<file path="src/design/ktmix_pkg.sv">
// ----------------------------------------------------------------------------
// ktmix_pkg: shared types and constants of the key teleop drive mixer
// Fixed-point levels, key codes, decoded key commands and the digit table.
// ----------------------------------------------------------------------------
`timescale 1ns / 1ps

package ktmix_pkg;

	localparam int TIME_BITS_DEF = 32;

	localparam int LEVEL_W = 15;
	localparam int DRIVE_W = 16;
	localparam int MUL_W   = 16;
	localparam int PROD_W  = 2 * MUL_W;
	localparam int PADDR_W = 4;
	localparam int REG_LSB = 2;

	// Unsigned Q.14 levels.
	localparam logic [LEVEL_W-1:0] Q_ONE      = 15'd16384;
	localparam logic [LEVEL_W-1:0] STEP_TENTH = 15'd1638;
	localparam logic [LEVEL_W-1:0] SPEED_MIN  = 15'd1638;
	localparam logic [LEVEL_W-1:0] TRIM_MIN   = 15'd8192;
	localparam logic [LEVEL_W-1:0] TRIM_MAX   = 15'd24576;
	localparam logic [LEVEL_W-1:0] TURN_Q     = 15'd6554;

	localparam logic [15:0]        TIMEOUT_RST = 16'd550;
	localparam logic [LEVEL_W-1:0] SPEED_RST   = 15'd8192;
	localparam logic [LEVEL_W-1:0] TRIM_RST    = 15'd16384;

	// x / 10 == (x * 52429) >> 19 for every 16-bit x.
	localparam logic [MUL_W-1:0] DIV10_RECIP = 16'd52429;
	localparam int               DIV10_SHIFT = 19;
	localparam logic [MUL_W-1:0] CURVE_BIAS  = 16'd5;

	localparam logic [PROD_W-1:0] ROUND_HALF = 32'd8192;
	localparam int                Q_SHIFT    = 14;

	localparam logic [7:0] KEY_ESC    = 8'h1B;
	localparam logic [7:0] KEY_CTRL_C = 8'h03;

	typedef enum logic [1:0] {
		DIR_UP    = 2'd0,
		DIR_DOWN  = 2'd1,
		DIR_LEFT  = 2'd2,
		DIR_RIGHT = 2'd3
	} dir_t;

	typedef enum logic [3:0] {
		OP_NONE,
		OP_STOP,
		OP_SPEED_UP,
		OP_SPEED_DOWN,
		OP_SPEED_SET,
		OP_PRESS,
		OP_LTRIM_DOWN,
		OP_LTRIM_UP,
		OP_RTRIM_DOWN,
		OP_RTRIM_UP,
		OP_MODE
	} key_op_t;

	typedef enum logic [1:0] {
		REG_TIMEOUT     = 2'd0,
		REG_START_SPEED = 2'd1,
		REG_START_LTRIM = 2'd2,
		REG_START_RTRIM = 2'd3
	} reg_idx_t;

	typedef struct packed {
		key_op_t            op;
		dir_t               dir;
		logic [LEVEL_W-1:0] speed;
	} key_cmd_t;

	// Speed preset for digit keys: round(d * 16384 / 9).
	function automatic logic [LEVEL_W-1:0] digit_speed(input logic [3:0] digit);
		logic [LEVEL_W-1:0] s;
		case (digit)
			4'd1:    s = 15'd1820;
			4'd2:    s = 15'd3641;
			4'd3:    s = 15'd5461;
			4'd4:    s = 15'd7282;
			4'd5:    s = 15'd9102;
			4'd6:    s = 15'd10923;
			4'd7:    s = 15'd12743;
			4'd8:    s = 15'd14564;
			4'd9:    s = 15'd16384;
			default: s = '0;
		endcase
		return s;
	endfunction

endpackage

</file>
<file path="src/design/ktmix_ifs.sv">
// ----------------------------------------------------------------------------
// ktmix_ifs: stream channels of the key teleop drive mixer
// Input channel carries key events and ticks; output channel carries drives.
// ----------------------------------------------------------------------------
`timescale 1ns / 1ps

interface ktmix_in_if;
	logic        valid;
	logic        ready;
	logic        kind;
	logic [31:0] time_ms;
	logic [3:0]  byte_count;
	logic [7:0]  first_byte;
	logic [7:0]  second_byte;
	logic [7:0]  third_byte;

	modport source (
		output valid, kind, time_ms, byte_count, first_byte, second_byte, third_byte,
		input  ready
	);
	modport sink (
		input  valid, kind, time_ms, byte_count, first_byte, second_byte, third_byte,
		output ready
	);
endinterface

interface ktmix_out_if;
	logic               valid;
	logic               ready;
	logic signed [15:0] left_drive;
	logic signed [15:0] right_drive;
	logic               manual_on;

	modport source (
		output valid, left_drive, right_drive, manual_on,
		input  ready
	);
	modport sink (
		input  valid, left_drive, right_drive, manual_on,
		output ready
	);
endinterface

</file>
<file path="src/design/ktmix_key_dec.sv">
// ----------------------------------------------------------------------------
// ktmix_key_dec: key byte decoder
// Maps raw key bytes to one command: press, stop, speed, trim or mode.
// ----------------------------------------------------------------------------
`timescale 1ns / 1ps

module ktmix_key_dec (
	input  logic [3:0]           byte_count,
	input  logic [7:0]           first_byte,
	input  logic [7:0]           second_byte,
	input  logic [7:0]           third_byte,
	output ktmix_pkg::key_cmd_t  cmd
);

	logic arrow_lead;

	assign arrow_lead = (byte_count >= 4'd3) && (byte_count <= 4'd8) &&
		(first_byte == ktmix_pkg::KEY_ESC) && (second_byte == "[" || second_byte == "O");

	always_comb begin
		cmd.op    = ktmix_pkg::OP_NONE;
		cmd.dir   = ktmix_pkg::DIR_UP;
		cmd.speed = '0;
		if (arrow_lead) begin
			cmd.op = ktmix_pkg::OP_PRESS;
			case (third_byte)
				"A":     cmd.dir = ktmix_pkg::DIR_UP;
				"B":     cmd.dir = ktmix_pkg::DIR_DOWN;
				"C":     cmd.dir = ktmix_pkg::DIR_RIGHT;
				"D":     cmd.dir = ktmix_pkg::DIR_LEFT;
				default: cmd.op  = ktmix_pkg::OP_NONE;
			endcase
		end else if (byte_count == 4'd1) begin
			case (first_byte) inside
				"q", "Q", " ", ktmix_pkg::KEY_CTRL_C: cmd.op = ktmix_pkg::OP_STOP;
				"+", "=": cmd.op = ktmix_pkg::OP_SPEED_UP;
				"-":      cmd.op = ktmix_pkg::OP_SPEED_DOWN;
				["1":"9"]: begin
					cmd.op    = ktmix_pkg::OP_SPEED_SET;
					cmd.speed = ktmix_pkg::digit_speed(first_byte[3:0]);
				end
				"w", "W": begin
					cmd.op  = ktmix_pkg::OP_PRESS;
					cmd.dir = ktmix_pkg::DIR_UP;
				end
				"s", "S": begin
					cmd.op  = ktmix_pkg::OP_PRESS;
					cmd.dir = ktmix_pkg::DIR_DOWN;
				end
				"a", "A": begin
					cmd.op  = ktmix_pkg::OP_PRESS;
					cmd.dir = ktmix_pkg::DIR_LEFT;
				end
				"d", "D": begin
					cmd.op  = ktmix_pkg::OP_PRESS;
					cmd.dir = ktmix_pkg::DIR_RIGHT;
				end
				"u", "U": cmd.op = ktmix_pkg::OP_LTRIM_DOWN;
				"i", "I": cmd.op = ktmix_pkg::OP_LTRIM_UP;
				"o", "O": cmd.op = ktmix_pkg::OP_RTRIM_DOWN;
				"p", "P": cmd.op = ktmix_pkg::OP_RTRIM_UP;
				"m", "M": cmd.op = ktmix_pkg::OP_MODE;
				default:  cmd.op = ktmix_pkg::OP_NONE;
			endcase
		end
	end

endmodule

</file>
<file path="src/design/ktmix_mul.sv">
// ----------------------------------------------------------------------------
// ktmix_mul: shared registered multiplier
// One unsigned 16 x 16 product per enabled cycle, held until the next one.
// ----------------------------------------------------------------------------
`timescale 1ns / 1ps

module ktmix_mul (
	input  logic                                clk,
	input  logic                                en,
	input  logic [ktmix_pkg::MUL_W-1:0]         a,
	input  logic [ktmix_pkg::MUL_W-1:0]         b,
	output logic [ktmix_pkg::PROD_W-1:0]        prod_q
);

	always_ff @(posedge clk) begin
		if (en) begin
			prod_q <= a * b;
		end
	end

endmodule

</file>
<file path="src/design/key_teleop_differential_drive_mixer_core.sv">
// ----------------------------------------------------------------------------
// key_teleop_differential_drive_mixer_core: keyboard teleop drive mixer
// Sequence: a key event is applied in the cycle after its transfer, in S_KEY,
//   and the block is then ready again. A tick steps through S_AGE once per
//   direction, then S_CURVE, S_MIX, S_MUL_L, S_MUL_R and S_DONE, which waits
//   for a free output register; only then is the next item taken, as one age
//   subtractor is used four times and one multiplier three times in sequence.
// Reset: arst_n clears all presses, loads speed, trims, mode and registers
//   with their defaults at once; there is no clearing pass.
// ----------------------------------------------------------------------------
`timescale 1ns / 1ps

module key_teleop_differential_drive_mixer_core #(
	parameter int TIME_BITS = ktmix_pkg::TIME_BITS_DEF
) (
	input  logic                          clk,
	input  logic                          arst_n,
	ktmix_in_if.sink                      in_ch,
	ktmix_out_if.source                   out_ch,
	input  logic                          psel,
	input  logic                          penable,
	input  logic                          pwrite,
	input  logic [ktmix_pkg::PADDR_W-1:0] paddr,
	input  logic [31:0]                   pwdata,
	output logic [31:0]                   prdata,
	output logic                          pready
);

	localparam int LW = ktmix_pkg::LEVEL_W;
	localparam int MW = ktmix_pkg::MUL_W;
	localparam int PW = ktmix_pkg::PROD_W;

	// The sequencer walks a tick through age, curve, mix and two scale steps.
	typedef enum logic [2:0] {
		S_IDLE,
		S_KEY,
		S_AGE,
		S_CURVE,
		S_MIX,
		S_MUL_L,
		S_MUL_R,
		S_DONE
	} state_t;

	state_t state_q;
	logic [1:0] idx_q;

	// Configuration registers as written, and the running levels.
	logic [15:0]   timeout_q;
	logic [LW-1:0] start_speed_q;
	logic [LW-1:0] start_ltrim_q;
	logic [LW-1:0] start_rtrim_q;
	logic [LW-1:0] speed_q;
	logic [LW-1:0] ltrim_q;
	logic [LW-1:0] rtrim_q;
	logic          mode_q;

	// Press bookkeeping, one entry per direction.
	logic [TIME_BITS-1:0] press_time_q [4];
	logic [3:0]           press_valid_q;
	logic [TIME_BITS-1:0] age_q [4];
	logic [3:0]           fresh_q;
	logic [TIME_BITS-1:0] now_q;

	ktmix_pkg::key_cmd_t key_cmd;
	ktmix_pkg::key_cmd_t key_q;

	// Per-side magnitude and sign chosen by the mix step.
	logic [LW-1:0] lm_q;
	logic [LW-1:0] rm_q;
	logic          lneg_q;
	logic          rneg_q;
	logic [15:0]   left_drv_q;

	logic          out_valid_q;
	logic [15:0]   out_left_q;
	logic [15:0]   out_right_q;
	logic          out_mode_q;
	logic          out_load;

	logic          in_fire;
	logic          cfg_wr;
	logic [TIME_BITS-1:0] age_sum;
	logic          age_fresh;

	logic          mul_en;
	logic [MW-1:0] mul_a;
	logic [MW-1:0] mul_b;
	logic [PW-1:0] prod_q;
	logic [MW-1:0] curve_num;

	logic          v_pos, v_neg, h_pos, h_neg;
	logic [LW-1:0] base_lvl;
	logic [LW-1:0] curve_lvl;
	logic [LW-1:0] mix_lm, mix_rm;
	logic          mix_ln, mix_rn;

	logic [LW-1:0] cfg_v15;
	ktmix_pkg::reg_idx_t cfg_idx;

	function automatic logic [LW-1:0] sat_level(input logic [15:0] v,
		input logic [LW-1:0] lo, input logic [LW-1:0] hi);
		logic [LW-1:0] r;
		if (v < 16'(lo)) begin
			r = lo;
		end else if (v > 16'(hi)) begin
			r = hi;
		end else begin
			r = LW'(v);
		end
		return r;
	endfunction

	function automatic logic [LW-1:0] step_down(input logic [LW-1:0] v,
		input logic [LW-1:0] lo);
		return (16'(v) >= 16'(lo) + 16'(ktmix_pkg::STEP_TENTH)) ?
			LW'(v - ktmix_pkg::STEP_TENTH) : lo;
	endfunction

	// Round the Q.28 product to Q.14 half away from zero, clamp to one and apply the sign.
	function automatic logic [15:0] scale_drive(input logic [PW-1:0] prod, input logic neg);
		logic [PW-1:0] rounded;
		logic [15:0]   mag;
		rounded = (prod + ktmix_pkg::ROUND_HALF) >> ktmix_pkg::Q_SHIFT;
		mag = (rounded > PW'(ktmix_pkg::Q_ONE)) ? 16'(ktmix_pkg::Q_ONE) : 16'(rounded);
		return neg ? 16'(16'd0 - mag) : mag;
	endfunction

	ktmix_key_dec u_key_dec (
		.byte_count  (in_ch.byte_count),
		.first_byte  (in_ch.first_byte),
		.second_byte (in_ch.second_byte),
		.third_byte  (in_ch.third_byte),
		.cmd         (key_cmd)
	);

	ktmix_mul u_mul (
		.clk    (clk),
		.en     (mul_en),
		.a      (mul_a),
		.b      (mul_b),
		.prod_q (prod_q)
	);

	// Handshakes. New items are taken only between items; the output register
	// decouples the result from the next transfer on the input.
	assign in_ch.ready        = (state_q == S_IDLE);
	assign in_fire            = in_ch.valid && in_ch.ready;
	assign out_ch.valid       = out_valid_q;
	assign out_ch.left_drive  = $signed(out_left_q);
	assign out_ch.right_drive = $signed(out_right_q);
	assign out_ch.manual_on   = out_mode_q;

	// The finished tick moves into the output register once that is free.
	assign out_load = (state_q == S_DONE) && (!out_valid_q || out_ch.ready);

	// Configuration port: writes land in the access cycle, no wait states.
	assign pready  = 1'b1;
	assign cfg_wr  = psel && penable && pwrite;
	assign cfg_idx = ktmix_pkg::reg_idx_t'(paddr[ktmix_pkg::REG_LSB +: 2]);
	assign cfg_v15 = pwdata[LW-1:0];

	always_comb begin
		unique case (cfg_idx)
			ktmix_pkg::REG_TIMEOUT:     prdata = 32'(timeout_q);
			ktmix_pkg::REG_START_SPEED: prdata = 32'(start_speed_q);
			ktmix_pkg::REG_START_LTRIM: prdata = 32'(start_ltrim_q);
			ktmix_pkg::REG_START_RTRIM: prdata = 32'(start_rtrim_q);
			default:                    prdata = '0;
		endcase
	end

	// Age of the press under the index; one subtractor serves all four.
	// The difference wraps modulo 2^TIME_BITS just as the free-running clock does.
	assign age_sum   = now_q - press_time_q[idx_q];
	assign age_fresh = press_valid_q[idx_q] && (age_sum < TIME_BITS'(timeout_q));

	// Numerator of the curve term, speed * 3 + 5, divided by ten on the multiplier.
	assign curve_num = 16'(speed_q) + 16'({speed_q, 1'b0}) + ktmix_pkg::CURVE_BIAS;

	// The shared multiplier: curve division first, then left and right scaling.
	always_comb begin
		mul_en = 1'b0;
		mul_a  = '0;
		mul_b  = '0;
		unique case (state_q)
			S_CURVE: begin
				mul_en = 1'b1;
				mul_a  = curve_num;
				mul_b  = ktmix_pkg::DIV10_RECIP;
			end
			S_MUL_L: begin
				mul_en = 1'b1;
				mul_a  = MW'(lm_q);
				mul_b  = MW'(ltrim_q);
			end
			S_MUL_R: begin
				mul_en = 1'b1;
				mul_a  = MW'(rm_q);
				mul_b  = MW'(rtrim_q);
			end
			default: begin
				mul_en = 1'b0;
			end
		endcase
	end

	// Resolve each axis. When both opposite presses are fresh the older one
	// wins; on equal ages down and right win.
	always_comb begin
		if (fresh_q[ktmix_pkg::DIR_UP] && fresh_q[ktmix_pkg::DIR_DOWN]) begin
			v_pos = age_q[ktmix_pkg::DIR_UP] > age_q[ktmix_pkg::DIR_DOWN];
			v_neg = !v_pos;
		end else begin
			v_pos = fresh_q[ktmix_pkg::DIR_UP];
			v_neg = fresh_q[ktmix_pkg::DIR_DOWN];
		end
		if (fresh_q[ktmix_pkg::DIR_LEFT] && fresh_q[ktmix_pkg::DIR_RIGHT]) begin
			h_pos = age_q[ktmix_pkg::DIR_LEFT] > age_q[ktmix_pkg::DIR_RIGHT];
			h_neg = !h_pos;
		end else begin
			h_pos = fresh_q[ktmix_pkg::DIR_LEFT];
			h_neg = fresh_q[ktmix_pkg::DIR_RIGHT];
		end
	end

	// Mix: straight travel uses half speed on both sides, a curve slows the
	// inner side to three tenths, and a pure turn spins in place at 0.4.
	assign base_lvl  = LW'((16'(speed_q) + 16'd1) >> 1);
	assign curve_lvl = LW'(prod_q >> ktmix_pkg::DIV10_SHIFT);

	always_comb begin
		mix_lm = '0;
		mix_rm = '0;
		mix_ln = 1'b0;
		mix_rn = 1'b0;
		if (!v_pos && !v_neg && (h_pos || h_neg)) begin
			mix_lm = ktmix_pkg::TURN_Q;
			mix_rm = ktmix_pkg::TURN_Q;
			mix_ln = h_pos;
			mix_rn = h_neg;
		end else if (v_pos || v_neg) begin
			mix_lm = h_pos ? curve_lvl : base_lvl;
			mix_rm = h_neg ? curve_lvl : base_lvl;
			mix_ln = v_neg;
			mix_rn = v_neg;
		end
	end

	always_ff @(posedge clk or negedge arst_n) begin
		if (!arst_n) begin
			state_q       <= S_IDLE;
			idx_q         <= '0;
			timeout_q     <= ktmix_pkg::TIMEOUT_RST;
			start_speed_q <= ktmix_pkg::SPEED_RST;
			start_ltrim_q <= ktmix_pkg::TRIM_RST;
			start_rtrim_q <= ktmix_pkg::TRIM_RST;
			speed_q       <= ktmix_pkg::SPEED_RST;
			ltrim_q       <= ktmix_pkg::TRIM_RST;
			rtrim_q       <= ktmix_pkg::TRIM_RST;
			mode_q        <= 1'b0;
			press_valid_q <= '0;
			for (int i = 0; i < 4; i++) begin
				press_time_q[i] <= '0;
				age_q[i]        <= '0;
			end
			fresh_q       <= '0;
			now_q         <= '0;
			key_q         <= '0;
			lm_q          <= '0;
			rm_q          <= '0;
			lneg_q        <= 1'b0;
			rneg_q        <= 1'b0;
			left_drv_q    <= '0;
			out_valid_q   <= 1'b0;
			out_left_q    <= '0;
			out_right_q   <= '0;
			out_mode_q    <= 1'b0;
		end else begin
			if (out_ch.valid && out_ch.ready && !out_load) begin
				out_valid_q <= 1'b0;
			end

			unique case (state_q)
				S_IDLE: begin
					if (in_fire) begin
						now_q <= TIME_BITS'(in_ch.time_ms);
						key_q <= key_cmd;
						idx_q <= '0;
						state_q <= in_ch.kind ? S_AGE : S_KEY;
					end
				end
				S_KEY: begin
					unique case (key_q.op)
						ktmix_pkg::OP_STOP: begin
							press_valid_q <= '0;
							for (int i = 0; i < 4; i++) begin
								press_time_q[i] <= '0;
							end
						end
						ktmix_pkg::OP_PRESS: begin
							press_time_q[key_q.dir]  <= now_q;
							press_valid_q[key_q.dir] <= 1'b1;
						end
						ktmix_pkg::OP_SPEED_UP: begin
							speed_q <= sat_level(16'(speed_q) + 16'(ktmix_pkg::STEP_TENTH),
								ktmix_pkg::SPEED_MIN, ktmix_pkg::Q_ONE);
						end
						ktmix_pkg::OP_SPEED_DOWN: begin
							speed_q <= step_down(speed_q, ktmix_pkg::SPEED_MIN);
						end
						ktmix_pkg::OP_SPEED_SET: begin
							speed_q <= key_q.speed;
						end
						ktmix_pkg::OP_LTRIM_DOWN: begin
							ltrim_q <= step_down(ltrim_q, ktmix_pkg::TRIM_MIN);
						end
						ktmix_pkg::OP_LTRIM_UP: begin
							ltrim_q <= sat_level(16'(ltrim_q) + 16'(ktmix_pkg::STEP_TENTH),
								ktmix_pkg::TRIM_MIN, ktmix_pkg::TRIM_MAX);
						end
						ktmix_pkg::OP_RTRIM_DOWN: begin
							rtrim_q <= step_down(rtrim_q, ktmix_pkg::TRIM_MIN);
						end
						ktmix_pkg::OP_RTRIM_UP: begin
							rtrim_q <= sat_level(16'(rtrim_q) + 16'(ktmix_pkg::STEP_TENTH),
								ktmix_pkg::TRIM_MIN, ktmix_pkg::TRIM_MAX);
						end
						ktmix_pkg::OP_MODE: begin
							mode_q <= !mode_q;
						end
						default: begin
						end
					endcase
					state_q <= S_IDLE;
				end
				S_AGE: begin
					age_q[idx_q]   <= age_sum;
					fresh_q[idx_q] <= age_fresh;
					idx_q          <= idx_q + 2'd1;
					if (idx_q == 2'd3) begin
						state_q <= S_CURVE;
					end
				end
				S_CURVE: begin
					state_q <= S_MIX;
				end
				S_MIX: begin
					lm_q    <= mix_lm;
					rm_q    <= mix_rm;
					lneg_q  <= mix_ln;
					rneg_q  <= mix_rn;
					state_q <= S_MUL_L;
				end
				S_MUL_L: begin
					state_q <= S_MUL_R;
				end
				S_MUL_R: begin
					left_drv_q <= scale_drive(prod_q, lneg_q);
					state_q    <= S_DONE;
				end
				S_DONE: begin
					// Hold the right product until the output register is free.
					if (out_load) begin
						out_valid_q <= 1'b1;
						out_left_q  <= left_drv_q;
						out_right_q <= scale_drive(prod_q, rneg_q);
						out_mode_q  <= mode_q;
						state_q     <= S_IDLE;
					end
				end
				default: begin
					state_q <= S_IDLE;
				end
			endcase

			// Writes to the start registers also load the running level, saturated to its range.
			if (cfg_wr) begin
				unique case (cfg_idx)
					ktmix_pkg::REG_TIMEOUT: begin
						timeout_q <= pwdata[15:0];
					end
					ktmix_pkg::REG_START_SPEED: begin
						start_speed_q <= cfg_v15;
						speed_q <= sat_level(16'(cfg_v15), ktmix_pkg::SPEED_MIN, ktmix_pkg::Q_ONE);
					end
					ktmix_pkg::REG_START_LTRIM: begin
						start_ltrim_q <= cfg_v15;
						ltrim_q <= sat_level(16'(cfg_v15), ktmix_pkg::TRIM_MIN,
							ktmix_pkg::TRIM_MAX);
					end
					ktmix_pkg::REG_START_RTRIM: begin
						start_rtrim_q <= cfg_v15;
						rtrim_q <= sat_level(16'(cfg_v15), ktmix_pkg::TRIM_MIN,
							ktmix_pkg::TRIM_MAX);
					end
					default: begin
					end
				endcase
			end
		end
	end

	// Running speed never leaves its saturation range.
	a_speed_range: assert property (@(posedge clk) disable iff (!arst_n)
		(speed_q >= ktmix_pkg::SPEED_MIN) && (speed_q <= ktmix_pkg::Q_ONE))
		else $error("speed level out of range");

	// Both trims stay within their saturation range.
	a_trim_range: assert property (@(posedge clk) disable iff (!arst_n)
		(ltrim_q >= ktmix_pkg::TRIM_MIN) && (ltrim_q <= ktmix_pkg::TRIM_MAX) &&
		(rtrim_q >= ktmix_pkg::TRIM_MIN) && (rtrim_q <= ktmix_pkg::TRIM_MAX))
		else $error("trim level out of range");

	// A result appears only at the end of a tick sequence.
	a_result_from_tick: assert property (@(posedge clk) disable iff (!arst_n)
		$rose(out_valid_q) |-> $past(state_q == S_DONE))
		else $error("result loaded outside the final step");

	// Presented drives are clamped to plus or minus one.
	a_drive_clamp: assert property (@(posedge clk) disable iff (!arst_n)
		out_valid_q |-> ($signed(out_left_q) >= -16'sd16384) &&
			($signed(out_left_q) <= 16'sd16384) &&
			($signed(out_right_q) >= -16'sd16384) &&
			($signed(out_right_q) <= 16'sd16384))
		else $error("drive outside plus or minus one");

endmodule
</file>
<file path="src/flat_wrapper.sv">
// flat-port wrapper written by rule: the top's interface ports become plain ports
module key_teleop_differential_drive_mixer_core_flat 
#(
	parameter int TIME_BITS = ktmix_pkg::TIME_BITS_DEF
)
  (clk, arst_n, psel, penable, pwrite, paddr, pwdata, prdata, pready, in_ch_valid, in_ch_kind, in_ch_time_ms, in_ch_byte_count, in_ch_first_byte, in_ch_second_byte, in_ch_third_byte, in_ch_ready, out_ch_valid, out_ch_left_drive, out_ch_right_drive, out_ch_manual_on, out_ch_ready);
  ktmix_in_if in_ch_i ();
  ktmix_out_if out_ch_i ();
  input  logic clk;
  input  logic arst_n;
  input  logic psel;
  input  logic penable;
  input  logic pwrite;
  input  logic [ktmix_pkg::PADDR_W-1:0] paddr;
  input  logic [31:0] pwdata;
  output logic [31:0] prdata;
  output logic pready;
  input wire logic [$bits(in_ch_i.valid)-1:0] in_ch_valid;
  input wire logic [$bits(in_ch_i.kind)-1:0] in_ch_kind;
  input wire logic [$bits(in_ch_i.time_ms)-1:0] in_ch_time_ms;
  input wire logic [$bits(in_ch_i.byte_count)-1:0] in_ch_byte_count;
  input wire logic [$bits(in_ch_i.first_byte)-1:0] in_ch_first_byte;
  input wire logic [$bits(in_ch_i.second_byte)-1:0] in_ch_second_byte;
  input wire logic [$bits(in_ch_i.third_byte)-1:0] in_ch_third_byte;
  output wire logic [$bits(in_ch_i.ready)-1:0] in_ch_ready;
  output wire logic [$bits(out_ch_i.valid)-1:0] out_ch_valid;
  output wire logic [$bits(out_ch_i.left_drive)-1:0] out_ch_left_drive;
  output wire logic [$bits(out_ch_i.right_drive)-1:0] out_ch_right_drive;
  output wire logic [$bits(out_ch_i.manual_on)-1:0] out_ch_manual_on;
  input wire logic [$bits(out_ch_i.ready)-1:0] out_ch_ready;
  assign in_ch_i.valid = in_ch_valid;
  assign in_ch_i.kind = in_ch_kind;
  assign in_ch_i.time_ms = in_ch_time_ms;
  assign in_ch_i.byte_count = in_ch_byte_count;
  assign in_ch_i.first_byte = in_ch_first_byte;
  assign in_ch_i.second_byte = in_ch_second_byte;
  assign in_ch_i.third_byte = in_ch_third_byte;
  assign in_ch_ready = in_ch_i.ready;
  assign out_ch_valid = out_ch_i.valid;
  assign out_ch_left_drive = out_ch_i.left_drive;
  assign out_ch_right_drive = out_ch_i.right_drive;
  assign out_ch_manual_on = out_ch_i.manual_on;
  assign out_ch_i.ready = out_ch_ready;
  key_teleop_differential_drive_mixer_core #(.TIME_BITS(TIME_BITS)) u_core (.clk(clk), .arst_n(arst_n), .in_ch(in_ch_i), .out_ch(out_ch_i), .psel(psel), .penable(penable), .pwrite(pwrite), .paddr(paddr), .pwdata(pwdata), .prdata(prdata), .pready(pready));
endmodule
</file>
<file path="config.mk">
export PLATFORM = sky130hd
export DESIGN_NAME = key_teleop_differential_drive_mixer_core_flat
export DESIGN_NICKNAME = d
export VERILOG_FILES = /design/src/design/ktmix_pkg.sv /design/src/design/ktmix_ifs.sv /design/src/design/ktmix_key_dec.sv /design/src/design/ktmix_mul.sv /design/src/design/key_teleop_differential_drive_mixer_core.sv /design/src/flat_wrapper.sv
export SDC_FILE = /design/constraint.sdc
export NUM_CORES = 2
export LEC_CHECK = 0
export ABC_AREA = 1
export BUFFER_PORTS_ARGS = -buffer_cell sky130_fd_sc_hd__buf_2
export CAP_MARGIN = 20
export CORE_ASPECT_RATIO = 0.7
export CORE_MARGIN = 10
export CORE_UTILIZATION = 25
export DETAILED_ROUTE_END_ITERATION = 8
export HOLD_SLACK_MARGIN = 0.02
export SYNTH_ARGS = -nofsm -noshare
export SYNTH_HDL_FRONTEND = slang
export SYNTH_SLANG_ARGS = --single-unit
export TNS_END_PERCENT = 1
</file>
<file path="constraint.sdc">
create_clock -name clk -period 7.9 [get_ports clk]
set_clock_uncertainty 0.2 [all_clocks]
set_input_delay 1.975 -clock clk [delete_from_list [all_inputs] [get_ports clk]]
set_output_delay 1.975 -clock clk [all_outputs]
set_load 0.03 [all_outputs]
</file>
==> reports/summary.txt <==
run status = completed
Initial Utilization = 0.2522
PD cells = 457.8 mW/mm^2
Fillers = 17120
Final nets = 6252
Mapped Area = 0.04064 sq mm
HPWL after detailed placement = 111200 microns
sw frac = 0.5252
maxcap violations = 0
grt total ovfl = 0
DRC = 0
ys async rst share = 0.9638
Pleak = 23.59 nW
most used cell, CP = fa_1
Hold Fails Final Rpt = 0
setup ws final = 285.9 ps
Net Switching = 11.58 mW
CTS sink count = 525
count of final setup violators = 0
initial antenna violation count = 18
gr usage total = 0.1535
CP Launch Point = u_core.speed_q[3]$_DFF_PN0_
CTS Buffer Depth = 3
Die Width = 501.9 microns
Vias = 37660
Crit path required time = 8140 ps
final worst-path cycle share = 0.9638
Inserted Clock Buffers = 57
sequential power share = 0.203
die area = 0.1794 sq mm
Worst IR Drop VDD = 0.2961 mV
clock root cell = clkbuf_16
Critical Path Source Type = flop
register bit total from synthesis = 525
Synth area leaders = dfrtp_1, nand2_1, fa_1, ha_1, inv_1
H-tree Lvls = 2
pre-CTS setup slack = -270.9 ps
clk_lat worst skew = 700 ps
Mapped Avg Cell Area = 7.577 sq um
leading cell type in the layout, fill and taps excluded = nand2_1
I/O Buffers = 136
combinational share of power = 0.666
yosys warns = 0
internal power = 10.46 mW
final max-slew violation count = 0
I/O pin total = 172
Slowest cell on crit path = fa_1
EDFF count, synth = 19
P&R area growth vs syn = 18.46%
Netlist cell types = 75
global-route wire length before repair = 217400 microns
layout cells sized above 1 = 0.1319
CTS clk-pin slew, worst paths = 70 ps
Crit. End Element = flop
worst hold start = u_core.age_q[96]$_DFFE_PN0P_
antenna viol nets, final = 0
worst rel slew slack = 0.1617
CP Max Fanout = 5
Gate Count Post-Synth = 5364
RSZ-0062 raised after global routing = yes
1st-iter DRT viols = 3554
HP Class = reg2reg
Synth top area share = 0.3054
Core Region = 0.1611 sq mm
pin count of the biggest net entering global routing = 162
TritonCTS clock tree = built
Total Wirelength = 142400 microns
setup TNS = 0 ps
Critical Path AT = 7860 ps
Rows = 123
Clock Power Share = 0.132
Max Freq = 131.3 MHz
die height = 357.3 microns
Worst Tran Pin Value = 1253 ps
commonest cells after routing, fill and taps aside = nand2_1, inv_1, dfrtp_1
Yosys top cell by area = dfrtp_1
Top FF cell, synth = dfrtp_1
number of global-route vias before repair = 36390
max incr delay on CP = 550 ps
GP Congestion = 0.9563
vias per inst = 4.798
Tmin final = 7614 ps
Hold WS = 282.2 ps
CTS Hold Buffers Added = 0
first-pass iteration count of the detailed router = 6
kind of critical path = reg2reg
r2r startpoint = u_core.speed_q[3]$_DFF_PN0_
WL/cell = 18.14 microns
post-synthesis sequential area ratio = 0.3259
==> cell type report <==
class | instances | area (sq um) | area share
multi-input combinational | 3813 | 24120 | 0.5010
sequential | 525 | 13250 | 0.2752
inverter | 859 | 3244 | 0.06738
timing repair buffer | 407 | 2836 | 0.05891
tap | 2125 | 2659 | 0.05522
clock buffer | 85 | 1652 | 0.03430
clock inverter | 22 | 352.8 | 0.007328
antenna | 13 | 32.53 | 0.0006757
==> per-layer routing <==
metal  routed length [microns]  share of wire  GRT usage  vias to the layer above
met1                     66640           0.47     0.2211                    18280
met3                     15150           0.11    0.05393                      160
li1                          -              -          -                    17920
met4                      3259          0.023    0.03982                        6
met2                     56930           0.40     0.2140                     1289
met5                       372         0.0026    0.01408                        -
==> kinds of logic (layout without fill, tap and decap cells) <==
kind of cell | Yosys count | after routing | share of synthesized area
compound gates | 1085 | 1085 | 0.1492
xor+xnor | 89 | 89 | 0.01918
fa+ha+maj | 485 | 485 | 0.1851
flops | 525 | 525 | 0.3259
buf+inv | 1048 | 1373 | 0.1004
other cells | 2 | 37 | 0.0001848
simple gates | 2121 | 2121 | 0.2176
mux | 9 | 9 | 0.002494
==> worst max-delay path: cells and delay by family (launching register included) <==
family                     cells  cell delay, ps
AOI/OAI and AO/OA              6             710
adders and majority gates      9            3860
xor gates and xnor gates       1             340
buffers and inverters         10             910
DFF                            1             450
and+or+nand+nor                9             870
==> per-stage QoR <==
| stage | power (mW) | std cells | util | instance area [sq um] |
|---|---|---|---|---|
| 6_report | 22.04 | 7849 | 0.2988 | 48150 |
| 5_1_grt | 23.88 | 7844 | 0.2987 | 48130 |
| 4_1_cts | 21.01 | 7818 | 0.2935 | 47290 |
| 3_5_place_dp | 17.93 | 7710 | 0.2806 | 45210 |
| 3_3_place_gp | 17.81 | 7709 | 0.2804 | 45180 |
| 2_1_floorplan | 12.42 | 5386 | - | 40730 |
==> sequential cells by signal, indices dropped and copies added, names as in the netlist, 2 cells and up <==
register / flops
u_core.out_ch.left_drive: 16
u_core.rtrim_q: 15
u_core.start_rtrim_q: 15
u_core.rm_q: 15
u_core.timeout_q: 16
u_core.start_ltrim_q: 15
u_core.u_mul.prod_q: 19
u_core.left_drv_q: 16
u_core.state_q: 3
u_core.lm_q: 15
u_core.ltrim_q: 15
u_core.key_q: 16
u_core.now_q: 32
u_core.out_ch.right_drive: 16
u_core.idx_q: 2
u_core.speed_q: 15
u_core.press_valid_q: 4
u_core.press_time_q: 128
u_core.fresh_q: 4
u_core.age_q: 128
u_core.start_speed_q: 15
==> worst paths after layout <==
path	end	slack, ps	cells after the start
max reg2reg	u_core.u_mul.prod_q[28]$_DFFE_PN_	290	35
min in group asynchronous	u_core.now_q[29]$_DFFE_PN0P_	1150	1
max in group asynchronous	u_core.age_q[85]$_DFFE_PN0P_	4770	2
max	u_core.u_mul.prod_q[28]$_DFFE_PN_	290	35
min reg2reg	u_core.age_q[96]$_DFFE_PN0P_	280	2
min	u_core.age_q[96]$_DFFE_PN0P_	280	2
==> synth_stat cells, types with 9 or more instances <==
master and count:
nand2_1 1264, inv_1 833, dfrtp_1 496, o21ai_0 494
nor2_1 383, a21oi_1 340, ha_1 291, nand3_1 281
fa_1 194, clkbuf_1 131, o22ai_1 97, xor2_1 81
nand4_1 55, nor3_1 51, buf_2 31, buf_4 20
nand2_2 20, edfxtp_1 19, o211ai_1 18, o21bai_1 17
a31oi_1 16, nor4_1 16, clkinv_1 15, a22oi_1 12
o31ai_1 11, dfstp_2 10, inv_2 10, nand3b_1 10
o221ai_1 10, a21o_1 9, mux2_2 9, nor2_2 9
==> power groups by stage <==
stage	logic, mW	registers (mW)	clock network (mW)
after detailed placement	13.4	4.48	0
final	14.7	4.46	2.91
after global routing	16.2	4.57	3.06
after CTS	13.6	4.44	2.96
after floorplan	8.14	4.29	0
after global placement	13.4	4.45	0
==> what timing repair did <==
item                       CTS  global route
buffers inserted             1            17
setup endpoints to repair   14            19
resized for setup           27           174
cloned                       0             0
pin swaps                    5            71
(Power assumes the default switching activity.)
